`src/rtl/imu_tilt_pkg.sv`:
```
`default_nettype none
package imu_tilt_pkg;

    localparam int TABLE_LEN = 24;
    localparam int ANGLE_MAX = 23040;
    localparam int ZW        = 26;
    localparam int CW        = 33;
    // Blend steps per angle: mix, add, write back; pitch then roll.
    localparam int BLEND_STEPS = 6;

    localparam logic [1:0] REG_BLEND = 2'd0;
    localparam logic [1:0] REG_GAIN  = 2'd1;
    localparam logic [1:0] REG_LOW   = 2'd2;
    localparam logic [1:0] REG_HIGH  = 2'd3;

    localparam logic [1:0] LEVEL_OK     = 2'd0;
    localparam logic [1:0] LEVEL_WARN   = 2'd1;
    localparam logic [1:0] LEVEL_SEVERE = 2'd2;

    // Datapath operation selected by the controller.
    typedef enum logic [2:0] {
        OP_NONE   = 3'd0,
        OP_LOAD   = 3'd1,
        OP_SQRT   = 3'd2,
        OP_PREP   = 3'd3,
        OP_ROT    = 3'd4,
        OP_BLEND  = 3'd5,
        OP_FINISH = 3'd6
    } op_t;

    typedef struct packed {
        op_t        op;
        logic [4:0] idx;
        logic       sel;
    } cmd_t;

    typedef struct packed {
        logic [15:0] blend_weight;
        logic [15:0] gyro_gain;
        logic [14:0] low_limit;
        logic [14:0] high_limit;
    } cfg_t;

    // round(atan(2^-i) degrees * 65536)
    function automatic logic [ZW-1:0] atan_entry(input logic [4:0] i);
        logic [ZW-1:0] v;
        unique case (i)
            5'd0:  v = 26'd2949120;
            5'd1:  v = 26'd1740967;
            5'd2:  v = 26'd919879;
            5'd3:  v = 26'd466945;
            5'd4:  v = 26'd234379;
            5'd5:  v = 26'd117304;
            5'd6:  v = 26'd58666;
            5'd7:  v = 26'd29335;
            5'd8:  v = 26'd14668;
            5'd9:  v = 26'd7334;
            5'd10: v = 26'd3667;
            5'd11: v = 26'd1833;
            5'd12: v = 26'd917;
            5'd13: v = 26'd458;
            5'd14: v = 26'd229;
            5'd15: v = 26'd115;
            5'd16: v = 26'd57;
            5'd17: v = 26'd29;
            5'd18: v = 26'd14;
            5'd19: v = 26'd7;
            5'd20: v = 26'd4;
            5'd21: v = 26'd2;
            5'd22: v = 26'd1;
            default: v = 26'd0;
        endcase
        return v;
    endfunction

endpackage
`default_nettype wire

```
`src/rtl/imu_tilt_ctrl.sv`:
```
`default_nettype none
module imu_tilt_ctrl #(
    parameter int STEPS = 16
) (
    input  wire                 clk,
    input  wire                 rst_n,
    input  wire                 in_valid,
    output logic                in_ready,
    output logic                out_valid,
    input  wire                 out_ready,
    output imu_tilt_pkg::cmd_t  cmd
);
    import imu_tilt_pkg::*;

    localparam int NSTEP = (STEPS > TABLE_LEN) ? TABLE_LEN : STEPS;

    typedef enum logic [7:0] {
        S_IDLE   = 8'b0000_0001,
        S_SQRT   = 8'b0000_0010,
        S_PREP   = 8'b0000_0100,
        S_ROT    = 8'b0000_1000,
        S_BLEND  = 8'b0001_0000,
        S_FINISH = 8'b0010_0000,
        S_OUT    = 8'b0100_0000
    } state_t;

    state_t     state_reg, state_next;
    logic [4:0] cnt_reg, cnt_next;
    logic       sel_reg, sel_next;

    // The result register sits in the datapath; a new word is taken as soon as
    // the previous result has been handed over or is being taken this cycle.
    assign in_ready  = (state_reg == S_IDLE) || (state_reg == S_OUT && out_ready);
    assign out_valid = (state_reg == S_OUT);

    always_comb
    begin
        state_next = state_reg;
        cnt_next   = cnt_reg;
        sel_next   = sel_reg;
        cmd.op     = OP_NONE;
        cmd.idx    = cnt_reg;
        cmd.sel    = sel_reg;
        unique case (state_reg)
            S_IDLE, S_OUT:
            begin
                if (state_reg == S_OUT && out_ready)
                begin
                    state_next = S_IDLE;
                end
                if (in_valid && in_ready)
                begin
                    cmd.op     = OP_LOAD;
                    cnt_next   = '0;
                    state_next = S_SQRT;
                end
            end
            S_SQRT:
            begin
                cmd.op   = OP_SQRT;
                cnt_next = cnt_reg + 5'd1;
                if (cnt_reg == 5'd16)
                begin
                    cnt_next   = '0;
                    sel_next   = 1'b0;
                    state_next = S_PREP;
                end
            end
            S_PREP:
            begin
                cmd.op     = OP_PREP;
                cnt_next   = '0;
                state_next = (NSTEP == 0) ? S_BLEND : S_ROT;
            end
            S_ROT:
            begin
                cmd.op   = OP_ROT;
                cnt_next = cnt_reg + 5'd1;
                if (cnt_reg == 5'(NSTEP - 1))
                begin
                    cnt_next = '0;
                    if (sel_reg)
                    begin
                        state_next = S_BLEND;
                    end
                    else
                    begin
                        sel_next   = 1'b1;
                        state_next = S_PREP;
                    end
                end
            end
            S_BLEND:
            begin
                cmd.op   = OP_BLEND;
                cnt_next = cnt_reg + 5'd1;
                if (cnt_reg == 5'(BLEND_STEPS - 1))
                begin
                    cnt_next   = '0;
                    state_next = S_FINISH;
                end
            end
            S_FINISH:
            begin
                cmd.op     = OP_FINISH;
                state_next = S_OUT;
            end
            default:
            begin
                state_next = S_IDLE;
            end
        endcase
    end

    always_ff @(posedge clk or negedge rst_n)
    begin
        if (!rst_n)
        begin
            state_reg <= S_IDLE;
            cnt_reg   <= '0;
            sel_reg   <= 1'b0;
        end
        else
        begin
            state_reg <= state_next;
            cnt_reg   <= cnt_next;
            sel_reg   <= sel_next;
        end
    end

    a_onehot: assert property (@(posedge clk) disable iff (!rst_n) $onehot(state_reg))
        else $error("state not one-hot");
    a_load_only_ready: assert property (@(posedge clk) disable iff (!rst_n)
        (cmd.op == OP_LOAD) |-> in_ready)
        else $error("load without ready");
    a_out_hold: assert property (@(posedge clk) disable iff (!rst_n)
        (out_valid && !out_ready) |=> out_valid)
        else $error("result dropped");
endmodule
`default_nettype wire

```
`config.mk`:
```
export PLATFORM = sky130hd
export DESIGN_NAME = imu_tilt_ctrl
export DESIGN_NICKNAME = d
export VERILOG_FILES = /design/src/rtl/imu_tilt_pkg.sv /design/src/rtl/imu_tilt_ctrl.sv
export SDC_FILE = /design/constraint.sdc
export NUM_CORES = 1
export LEC_CHECK = 0
export BUFFER_PORTS_ARGS = -buffer_cell sky130_fd_sc_hd__buf_2
export CAP_MARGIN = 30
export CORE_MARGIN = 3
export CORE_UTILIZATION = 40
export CTS_BUF_LIST = sky130_fd_sc_hd__clkbuf_4
export DETAILED_ROUTE_END_ITERATION = 12
export PLACE_DENSITY = 0.64
export SLEW_MARGIN = 40
export SYNTH_ARGS = -nofsm -noshare
export SYNTH_HDL_FRONTEND = slang
export SYNTH_SLANG_ARGS = --single-unit
```
`constraint.sdc`:
```
create_clock -name clk -period 2.2 [get_ports clk]
set_clock_uncertainty 0.05 [all_clocks]
set_input_delay 0.44 -clock clk [delete_from_list [all_inputs] [get_ports clk]]
set_output_delay 0.44 -clock clk [all_outputs]
set_load 0.005 [all_outputs]
```
==> metrics.txt, run 1 <==
share of flip-flops with an asynchronous set or reset after synthesis 100%; chain of cells forming the critical path buf_6 > or4_4 > o31ai_2 > buf_2; global route total overflow 0; first-pass GRT wire length 3920 um; max-cap viol count 0; cell area after synthesis 962 um^2; leading cell type in the layout, fill and taps excluded sky130_fd_sc_hd__buf_4; Power per Cell Area 989 nW/um^2; number of flip-flops in the largest register 7; largest voltage drop on the vdd net 550 uV; antenna cells 0; number of clock sinks seen by CTS 13; final hold violation count 0; Avg Inst Size Synth 9.16 um^2; antenna violations before repair 0; number of CTS-inserted buffers 3; area used by multi-input combinational logic 611 um^2; Antenna Violating Nets Remaining 0; vias after detailed routing 900; average detailed-routed wire length per instance 14.2 um; vias per cell 5.42; clock latency on the worst-skew pair approximately 0.27 ns; synthesis-to-layout area growth 31.5%; commonest cells after routing, fill and taps aside 18 x sky130_fd_sc_hd__buf_4, 14 x sky130_fd_sc_hd__buf_2, 8 x sky130_fd_sc_hd__inv_1; number of enable-type register cells in the synthesized netlist 0; length of the first detailed-routing pass in iterations 4; DRC violation count after routing 0; max-slew violation count 0; kind of critical path reg2out; critical path peak fanout 4; clock period minus final worst setup slack 2.21 ns; Final Net Count between 100 and 150; depth of the worst register-to-register path 11; Port Buffer Count 14; post-placement setup slack 0.155 ns; unrepaired setup endpoints after global routing true; CP arrival 1.72 ns; top-level port count 15; final clock period utilization by the worst path 100%; Static Leak 0.000623 uW; kind of path behind the tightest hold check in2async; Synth warnings 0; largest net degree at the start of global routing 14; area of the die 3030 um^2; portion of the post-synthesis area used by sequential elements 33.9%; number of unique standard cell types used by synthesis 44; delay of the slowest cell on the worst path 0.56 ns; FP Rows 17; DRC marker count from the first detailed-route iteration 9; fraction of layout cells with a size suffix above 1 41.3%; GR Util All Layers 18.1%; result of the run complete, but fails checks; routability-driven placement congestion ratio approximately 0.79; core area 2250 um^2; Critical-path top delay cell sky130_fd_sc_hd__or4_4; clock tree from TritonCTS built; Chip Height 55.0 um; post-synthesis sequential element count 13; area taken by flip-flops and latches 333 um^2; most instantiated flip-flop cell in the synthesis netlist sky130_fd_sc_hd__dfrtp_1; Synth Net Count 114; violated checks setup timing; synthesized instance count 105; headroom to the max-slew limit between 70% and 80%; Worst-path clk slew ~0.080 ns; sum of net half-perimeters after detailed placement between 1500 and 2000 um; final setup violating endpoints 1; via count of the first global-routing pass 902; number of H-tree levels 1; worst-margin pin slew slightly below 0.4 ns; Filler Cells Inserted 212; root buffer cell sky130_fd_sc_hd__clkbuf_4; startpoint type of the worst setup path flip-flop; maximum clock insertion buffer count 2; setup_tns -0.00586 ns; initial standard-cell utilization of the core 42.7%; overall die width 55.0 um; required arrival time at the worst endpoint 1.71 ns; max frequency ~450 MHz; kind of capture point of the worst setup path output pin; post-route worst setup slack -0.00586 ns; Total Routed Length around 2400 um
==> final cells by class <==
cell class,count,area share [%]
inverter,8,2.37
sequential,13,26.3
timing repair buffer,34,17.9
clock buffer,4,2.37
tap,28,2.77
multi-input combinational,79,48.3
==> logic make-up after synthesis <==
group / synth area share [%]
xor+xnor: 2.73
simple gates: 26.3
buf+inv: 6.89
fa+ha+maj: 6.50
compound gates: 22.5
flops: 33.9
mux: 1.17
==> routing by layer <==
| metal | part of all wire, % | GRT usage, % | vias up | wire length, um |
|---|---|---|---|---|
| met5 | 0 | 0 | - | 0 |
| met4 | 1.6 | 7.29 | 0 | 37 |
| met3 | 2.5 | 3.22 | 5 | 58 |
| met2 | 50 | 32.1 | 18 | 1180 |
| met1 | 46 | 21.3 | 431 | 1080 |
| li1 | - | - | 446 | - |
==> cells in the mapped netlist, drive strengths merged (2+ instances only) <==
master	number	area, um^2
nor2b	2	12.5
nor3b	2	15.0
inv	8	30.0
nand3	6	30.0
o22ai	2	12.5
or3	2	12.5
nor2	8	32.5
nor3	7	35.0
ha	5	62.6
xnor2	2	17.5
and2	2	15.0
nand2	5	18.8
dfrtp	12	300
a21oi	4	20.0
o21ai	4	20.0
and3	2	12.5
buf	5	36.3
nor4	2	12.5
nand2b	2	12.5
a311oi	2	30.0
a21o	2	15.0
==> where the power goes <==
group | switching (uW) | internal (uW)
sequential | 40.2 | 290
clock | 72.8 | 82.5
combinational | 371 | 394
==> stage by stage <==
step	hold slack (ns)	cells	area, um^2	total power, uW	util [%]
floorplan	0.0944	105	962	734	-
global placement	0.297	145	1050	870	46.7
detailed placement	0.292	145	1050	886	46.7
CTS	0.532	162	1200	1190	53.1
global route	0.540	166	1260	1360	56.1
finish	0.525	166	1260	1250	56.1
==> critical path, delay by kind of cell, from the launching register on <==
kind                   cells  cell delay, ns
DFF                        1            0.40
AOI/OAI and AO/OA          1            0.21
and+or+nand+nor            1            0.56
buffers and inverters      2            0.27
==> final timing paths <==
kind | startpoint | end | slack, ns
max in group asynchronous | rst_n | state_reg[0]$_DFFE_PN1P_ | 1.30
hold reg to reg | cnt_reg[1]$_DFFE_PN0P_ | cnt_reg[1]$_DFFE_PN0P_ | 0.53
setup / recovery | state_reg[0]$_DFFE_PN1P_ | cmd[6] | -0.006
setup reg to reg | state_reg[0]$_DFFE_PN1P_ | state_reg[1]$_DFFE_PN0P_ | 0.10
min in group clk | cnt_reg[1]$_DFFE_PN0P_ | cnt_reg[1]$_DFFE_PN0P_ | 0.53
hold / removal | rst_n | cnt_reg[3]$_DFFE_PN0P_ | 0.52
==> timing repair <==
item / CTS / global route
gates resized for setup: 5 / 7
setup endpoints to repair: 2 / 5
setup buffers: 12 / 4
pin swaps: 3 / 5
hold buffers: 1 / 0
hold endpoints to repair: 12 / 0
No activity file was read; power rests on OpenSTA's default activity.
==> inputs of run 2 (changes only) <==
--- a/config.mk
+++ b/config.mk
@@ -8,10 +8,11 @@
 export BUFFER_PORTS_ARGS = -buffer_cell sky130_fd_sc_hd__buf_2
 export CAP_MARGIN = 30
 export CORE_MARGIN = 3
-export CORE_UTILIZATION = 40
+export CORE_UTILIZATION = 49
 export CTS_BUF_LIST = sky130_fd_sc_hd__clkbuf_4
 export DETAILED_ROUTE_END_ITERATION = 12
-export PLACE_DENSITY = 0.64
+export PLACE_DENSITY = 0.74
+export SKIP_LAST_GASP = 1
 export SLEW_MARGIN = 40
 export SYNTH_ARGS = -nofsm -noshare
 export SYNTH_HDL_FRONTEND = slang
==> metrics.txt, run 2 (synthesis gave the netlist of run 1 again) <==
share of the core filled with cells 67.6% (+11 points); area used by multi-input combinational logic 606 um^2 (-0.82%); leading cell type in the layout, fill and taps excluded sky130_fd_sc_hd__buf_2; number of placed instances, taps included 143 (-1.4%); Port Buffer Count 14 (unchanged); final clock period utilization by the worst path 101% (+0.34 points); unrepaired setup endpoints after global routing true; clock latency on the worst-skew pair 0.27 ns (about the same); sum of net half-perimeters after detailed placement 1520 um (-6.4%); clock period minus final worst setup slack 2.21 ns (+0.00740 ns); relative contribution of the clock network to total power 13.2% (+0.8 points); DRC violation count after routing 0 (unchanged); number of clock sinks seen by CTS 13 (unchanged); kind of capture point of the worst setup path output pin; antenna violations before repair 0 (unchanged); Power per Cell Area 976 nW/um^2 (-1.3%); kind of path behind the tightest hold check in2reg; vias per cell 5.71 (+5.3%); commonest cells after routing, fill and taps aside 14 x sky130_fd_sc_hd__buf_2, 10 x sky130_fd_sc_hd__buf_4, 8 x sky130_fd_sc_hd__inv_1; top-level port count 15 (unchanged); final non-filler cell area 1200 um^2 (-4.7%); max-slew violation count 0 (unchanged); maximum clock insertion buffer count 2 (unchanged); global route total overflow 0 (unchanged); core area 1780 um^2 (-21%); area taken by flip-flops and latches 333 um^2 (unchanged); startpoint type of the worst setup path flip-flop; proportion of power drawn by flip-flops and latches 28.6% (+2.2 points); Antenna Violating Nets Remaining 0 (unchanged); routability-driven placement congestion ratio 0.859 (+8.5%); kind of critical path reg2out; CP arrival 1.72 ns (about the same); violated checks setup timing; number of CTS-inserted buffers 3 (unchanged); average detailed-routed wire length per instance 14.0 um (-1.6%); combinational group share of total power 58.2% (-3.0 points); via count of the first global-routing pass 874 (-3.1%); post-placement setup slack 0.139 ns (-0.0164 ns); final hold slack 0.391 ns (-0.133 ns); antenna cells 0 (unchanged); delay of the slowest cell on the worst path 0.55 ns (about the same); Critical-path top delay cell sky130_fd_sc_hd__or4_4; critical path peak fanout 8 (+4); synthesis-to-layout area growth 25.2%; required arrival time at the worst endpoint 1.71 ns (about the same); headroom to the max-slew limit 71.3% (-2.0 points); area of the die 2530 um^2 (-16%); fraction of layout cells with a size suffix above 1 36.9% (-4.4 points); final hold violation count 0 (unchanged); worst-margin pin slew 0.426 ns (+0.0292 ns); number of flip-flops in the largest register 7 (unchanged); Final Net Count 140 (-5.4%); Worst-path clk slew 0.07 ns (about the same); chain of cells forming the critical path buf_12 > or4_4 > o31ai_1 > buf_2; first-pass GRT wire length 3770 um (-3.7%); Filler Cells Inserted 150 (-29%); count of non-filler cells in the finished layout 155 (-6.6%); result of the run complete, but fails checks; Chip Height 50.3 um (-8.6%); FP Rows 15 (-2); Switch Pwr 458 uW (-5.4%); final setup violating endpoints 1 (unchanged); Static Leak 0.000591 uW (-5.1%); number of H-tree levels 1 (unchanged); placement-stage cell area 1060 um^2 (+0.36%); post-route worst setup slack -0.0133 ns (-0.00740 ns); root buffer cell sky130_fd_sc_hd__clkbuf_4; GR Util All Layers 18.9% (+0.87 points); largest net degree at the start of global routing 14 (unchanged); DRC marker count from the first detailed-route iteration 21 (+12); max-cap viol count 0 (unchanged); Total Routed Length 2170 um (-8.1%); P_int 718 uW (-6.4%); vias after detailed routing 885 (-1.7%); fraction of power spent switching nets 39.0% (+0.26 points); max frequency 452 MHz (-0.33%); largest voltage drop on the vdd net 634 uV (+15%); clock tree from TritonCTS built; initial standard-cell utilization of the core 54.0% (+11 points); overall die width 50.3 um (-8.6%); length of the first detailed-routing pass in iterations 4 (unchanged)
## run 2: changes by cell type in the layout (fill, tap and decap cells not counted), sizes merged
cell,before,now
buf,33,25
## run 2: per-stage QoR
step,TNS [ns],total power [uW]
6_report,-0.0133,1180
5_1_grt,-0.171,1270
4_1_cts,-0.000728,1130
3_5_place_dp,0,881
3_3_place_gp,0,871
2_1_floorplan,0,734
## run 2: layer usage
metal / track usage, % / vias to the layer above / share of wire, %
li1: - / 431 / -
met3: 2.97 / 4 / 3.6
met5: 0 / - / 0
met2: 31.3 / 20 / 47
met4: 6.73 / 0 / 1.3
met1: 24.9 / 430 / 48
## run 2: cell type report
class | instances | area share [%]
timing repair buffer | 26 | 14.5
tap | 25 | 2.60
inverter | 8 | 2.49
clock buffer | 4 | 2.49
sequential | 13 | 27.6
multi-input combinational | 79 | 50.3
## run 2: final timing paths
check	from	to	slack [ns]	cells after the start
max in group asynchronous	rst_n	state_reg[0]$_DFFE_PN1P_	1.29	2
worst max-delay path	state_reg[0]$_DFFE_PN1P_	cmd[6]	-0.01	4
worst min register to register	state_reg[6]$_DFFE_PN0P_	state_reg[6]$_DFFE_PN0P_	0.54	1
worst max register to register	state_reg[2]$_DFFE_PN0P_	cnt_reg[3]$_DFFE_PN0P_	0.15	6
worst min-delay path	in_valid	state_reg[1]$_DFFE_PN0P_	0.39	3
min in group asynchronous	rst_n	cnt_reg[0]$_DFFE_PN0P_	0.53	2
## run 2: power groups by stage
stage	Sequential, uW	Clock (uW)	Combinational (uW)
after floorplan	340	0	394
after global placement	356	0	515
after detailed placement	359	0	521
after CTS	329	158	646
after global routing	341	173	751
final	337	155	684
## run 2: repair_timing
action	4_1_cts	5_1_grt
hold buffers	1	0
pin swaps	1	1
hold endpoints to repair	6	0
resized for setup	6	4
buffers inserted	6	1
setup endpoints to repair	2	8
## run 2: critical path, delay by kind of cell (launching register included)
| kind | cells | cell delay (ns) |
|---|---|---|
| buf+inv | 2 | 0.28 |
| flops | 1 | 0.40 |
| compound gates | 1 | 0.23 |
| simple gates | 1 | 0.55 |
==> inputs of run 3 (changes only) <==
==> constraint.sdc (replaced) <==
create_clock -name clk -period 2.5 [get_ports clk]
set_clock_uncertainty 0.05 [all_clocks]
set_input_delay 0.5 -clock clk [delete_from_list [all_inputs] [get_ports clk]]
set_output_delay 0.5 -clock clk [all_outputs]
set_load 0.005 [all_outputs]
==> metrics.txt, run 3 (synthesis gave the netlist of run 1 again) <==
result of the run complete, no violations; chain of cells forming the critical path or3_4 > a2111oi_4 > nand2_1 > o31ai_1 > buf_2; GR Util All Layers 17.3% (-1.6 points); kind of critical path reg2out; Critical-path top delay cell sky130_fd_sc_hd__dfrtp_1; Total Power Consumption 944 uW (-20%); fraction of layout cells with a size suffix above 1 29.5% (-7.4 points); unrepaired setup endpoints after global routing false; delay of the slowest cell on the worst path 0.45 ns (-0.10 ns); max-slew violation count 0 (unchanged); headroom to the max-slew limit 69.8% (-1.4 points); vias after detailed routing 835 (-5.6%); synthesis-to-layout area growth 13.8%; kind of capture point of the worst setup path output pin; final setup violating endpoints 0 (-1); post-route worst setup slack 0.158 ns (+0.172 ns); clock period minus final worst setup slack 2.34 ns; Antenna Violating Nets Remaining 0 (unchanged); overall die width 50.3 um (unchanged); max frequency 427 MHz; setup_tns 0 ns (+0.0133 ns); DRC violation count after routing 0 (unchanged); clock tree from TritonCTS built; final clock period utilization by the worst path a little over nine tenths; first-pass GRT wire length 3420 um (-9.3%); final hold slack 0.0477 ns (-0.344 ns); number of CTS-inserted buffers 3 (unchanged); worst-margin pin slew 0.452 ns (+0.0257 ns); core area 1780 um^2 (unchanged); vias per cell 5.68 (-0.52%); Port Buffer Count 14 (unchanged); buffer and inverter count on the worst path 1 (-1); FP Rows 15 (unchanged); required arrival time at the worst endpoint 1.95 ns (+0.24 ns); startpoint type of the worst setup path flip-flop; initial standard-cell utilization of the core 54.0% (unchanged); met2 track demand over resource 28.3% (-3.0 points); largest net degree at the start of global routing 14 (unchanged); Hold Buf Count CTS 0 (-1); critical path peak fanout 8 (unchanged); via count of the first global-routing pass 777 (-11%); root buffer cell sky130_fd_sc_hd__clkbuf_4; gr busiest metal met2; number of clock sinks seen by CTS 13 (unchanged); average detailed-routed wire length per instance 13.8 um (-1.4%); largest voltage drop on the vdd net 540 uV (-15%); kind of path behind the tightest hold check in2async; family with the most delay on the worst path simple AND/OR/NAND/NOR gates; DRC marker count from the first detailed-route iteration 11 (-48%); leading cell type in the layout, fill and taps excluded sky130_fd_sc_hd__buf_2; Static Leak 0.000544 uW (-8.0%); routability-driven placement congestion ratio 0.809 (-5.8%); Power per Cell Area 862 nW/um^2 (-12%); global route total overflow 0 (unchanged); Worst-path clk slew 0.08 ns (about the same); final hold violation count 0 (unchanged); area of the die 2530 um^2 (unchanged); number of flip-flops in the largest register 7 (unchanged); antenna cells 0 (unchanged); top-level port count 15 (unchanged); Total Routed Length 2030 um (-6.5%); max-cap viol count 0 (unchanged); fraction of met1 tracks used by global routing 23.4% (-1.5 points); number of H-tree levels 1 (unchanged); antenna violations before repair 0 (unchanged); Final Net Count 132 (-5.7%); maximum clock insertion buffer count 2 (unchanged); commonest cells after routing, fill and taps aside 14 x sky130_fd_sc_hd__buf_2, 10 x sky130_fd_sc_hd__dfrtp_1, 8 x sky130_fd_sc_hd__inv_1; CP arrival 1.79 ns (+0.07 ns); met3 demand-to-capacity share in global routing 2.67% (-0.30 points); sum of net half-perimeters after detailed placement 1540 um (+1.5%); Chip Height 50.3 um (unchanged); length of the first detailed-routing pass in iterations 4 (unchanged); post-placement setup slack 0.391 ns (+0.252 ns); clock latency on the worst-skew pair 0.27 ns (about the same)
## run 3: cell type report
class / count / area (um^2)
Clock buffer: 4 / 30.0
Multi-Input combinational cell: 79 / 574
Fill cell: 166 / 688
Sequential cell: 13 / 329
Inverter: 8 / 30.0
Timing Repair Buffer: 18 / 100
Tap cell: 25 / 31.3
## run 3: worst paths after layout
path / endpoint / slack (ns) / cells after the start / startpoint
worst max-delay path: cmd[6] / 0.16 / 5 / state_reg[1]$_DFFE_PN0P_
worst min-delay path: cnt_reg[4]$_DFFE_PN0P_ / 0.05 / 1 / rst_n
worst max register to register: state_reg[6]$_DFFE_PN0P_ / 0.43 / 8 / cnt_reg[0]$_DFFE_PN0P_
worst min register to register: state_reg[0]$_DFFE_PN1P_ / 0.45 / 2 / state_reg[0]$_DFFE_PN1P_
max in group asynchronous: state_reg[0]$_DFFE_PN1P_ / 2.07 / 1 / rst_n
min in group clk: state_reg[0]$_DFFE_PN1P_ / 0.45 / 2 / state_reg[0]$_DFFE_PN1P_
## run 3: what timing repair did
action	4_1_cts	5_1_grt
setup endpoints to repair	0	1
setup buffers	0	4
resized for setup	0	3
## run 3: layer usage
layer | up-vias | share of wire, %
li1 | 418 | -
met1 | 395 | 46
met2 | 18 | 49
met3 | 4 | 3.6
met4 | 0 | 1.3
met5 | - | 0
## run 3: report_power, final
group | total (uW) | switching (uW) | internal (uW) | leakage [uW]
Sequential | 308 | 53.7 | 254 | 0.000172
Clock | 139 | 66.8 | 72.6 | 0.0000184
Combinational | 497 | 254 | 243 | 0.000353
## run 3: through the flow
stage	area [um^2]	std cells	utilization (%)
after global placement	1030	139	57.6
after global routing	1090	147	61.4
after detailed placement	1030	139	57.6
after floorplan	962	105	-
final	1090	147	61.4
after CTS	1060	143	59.3
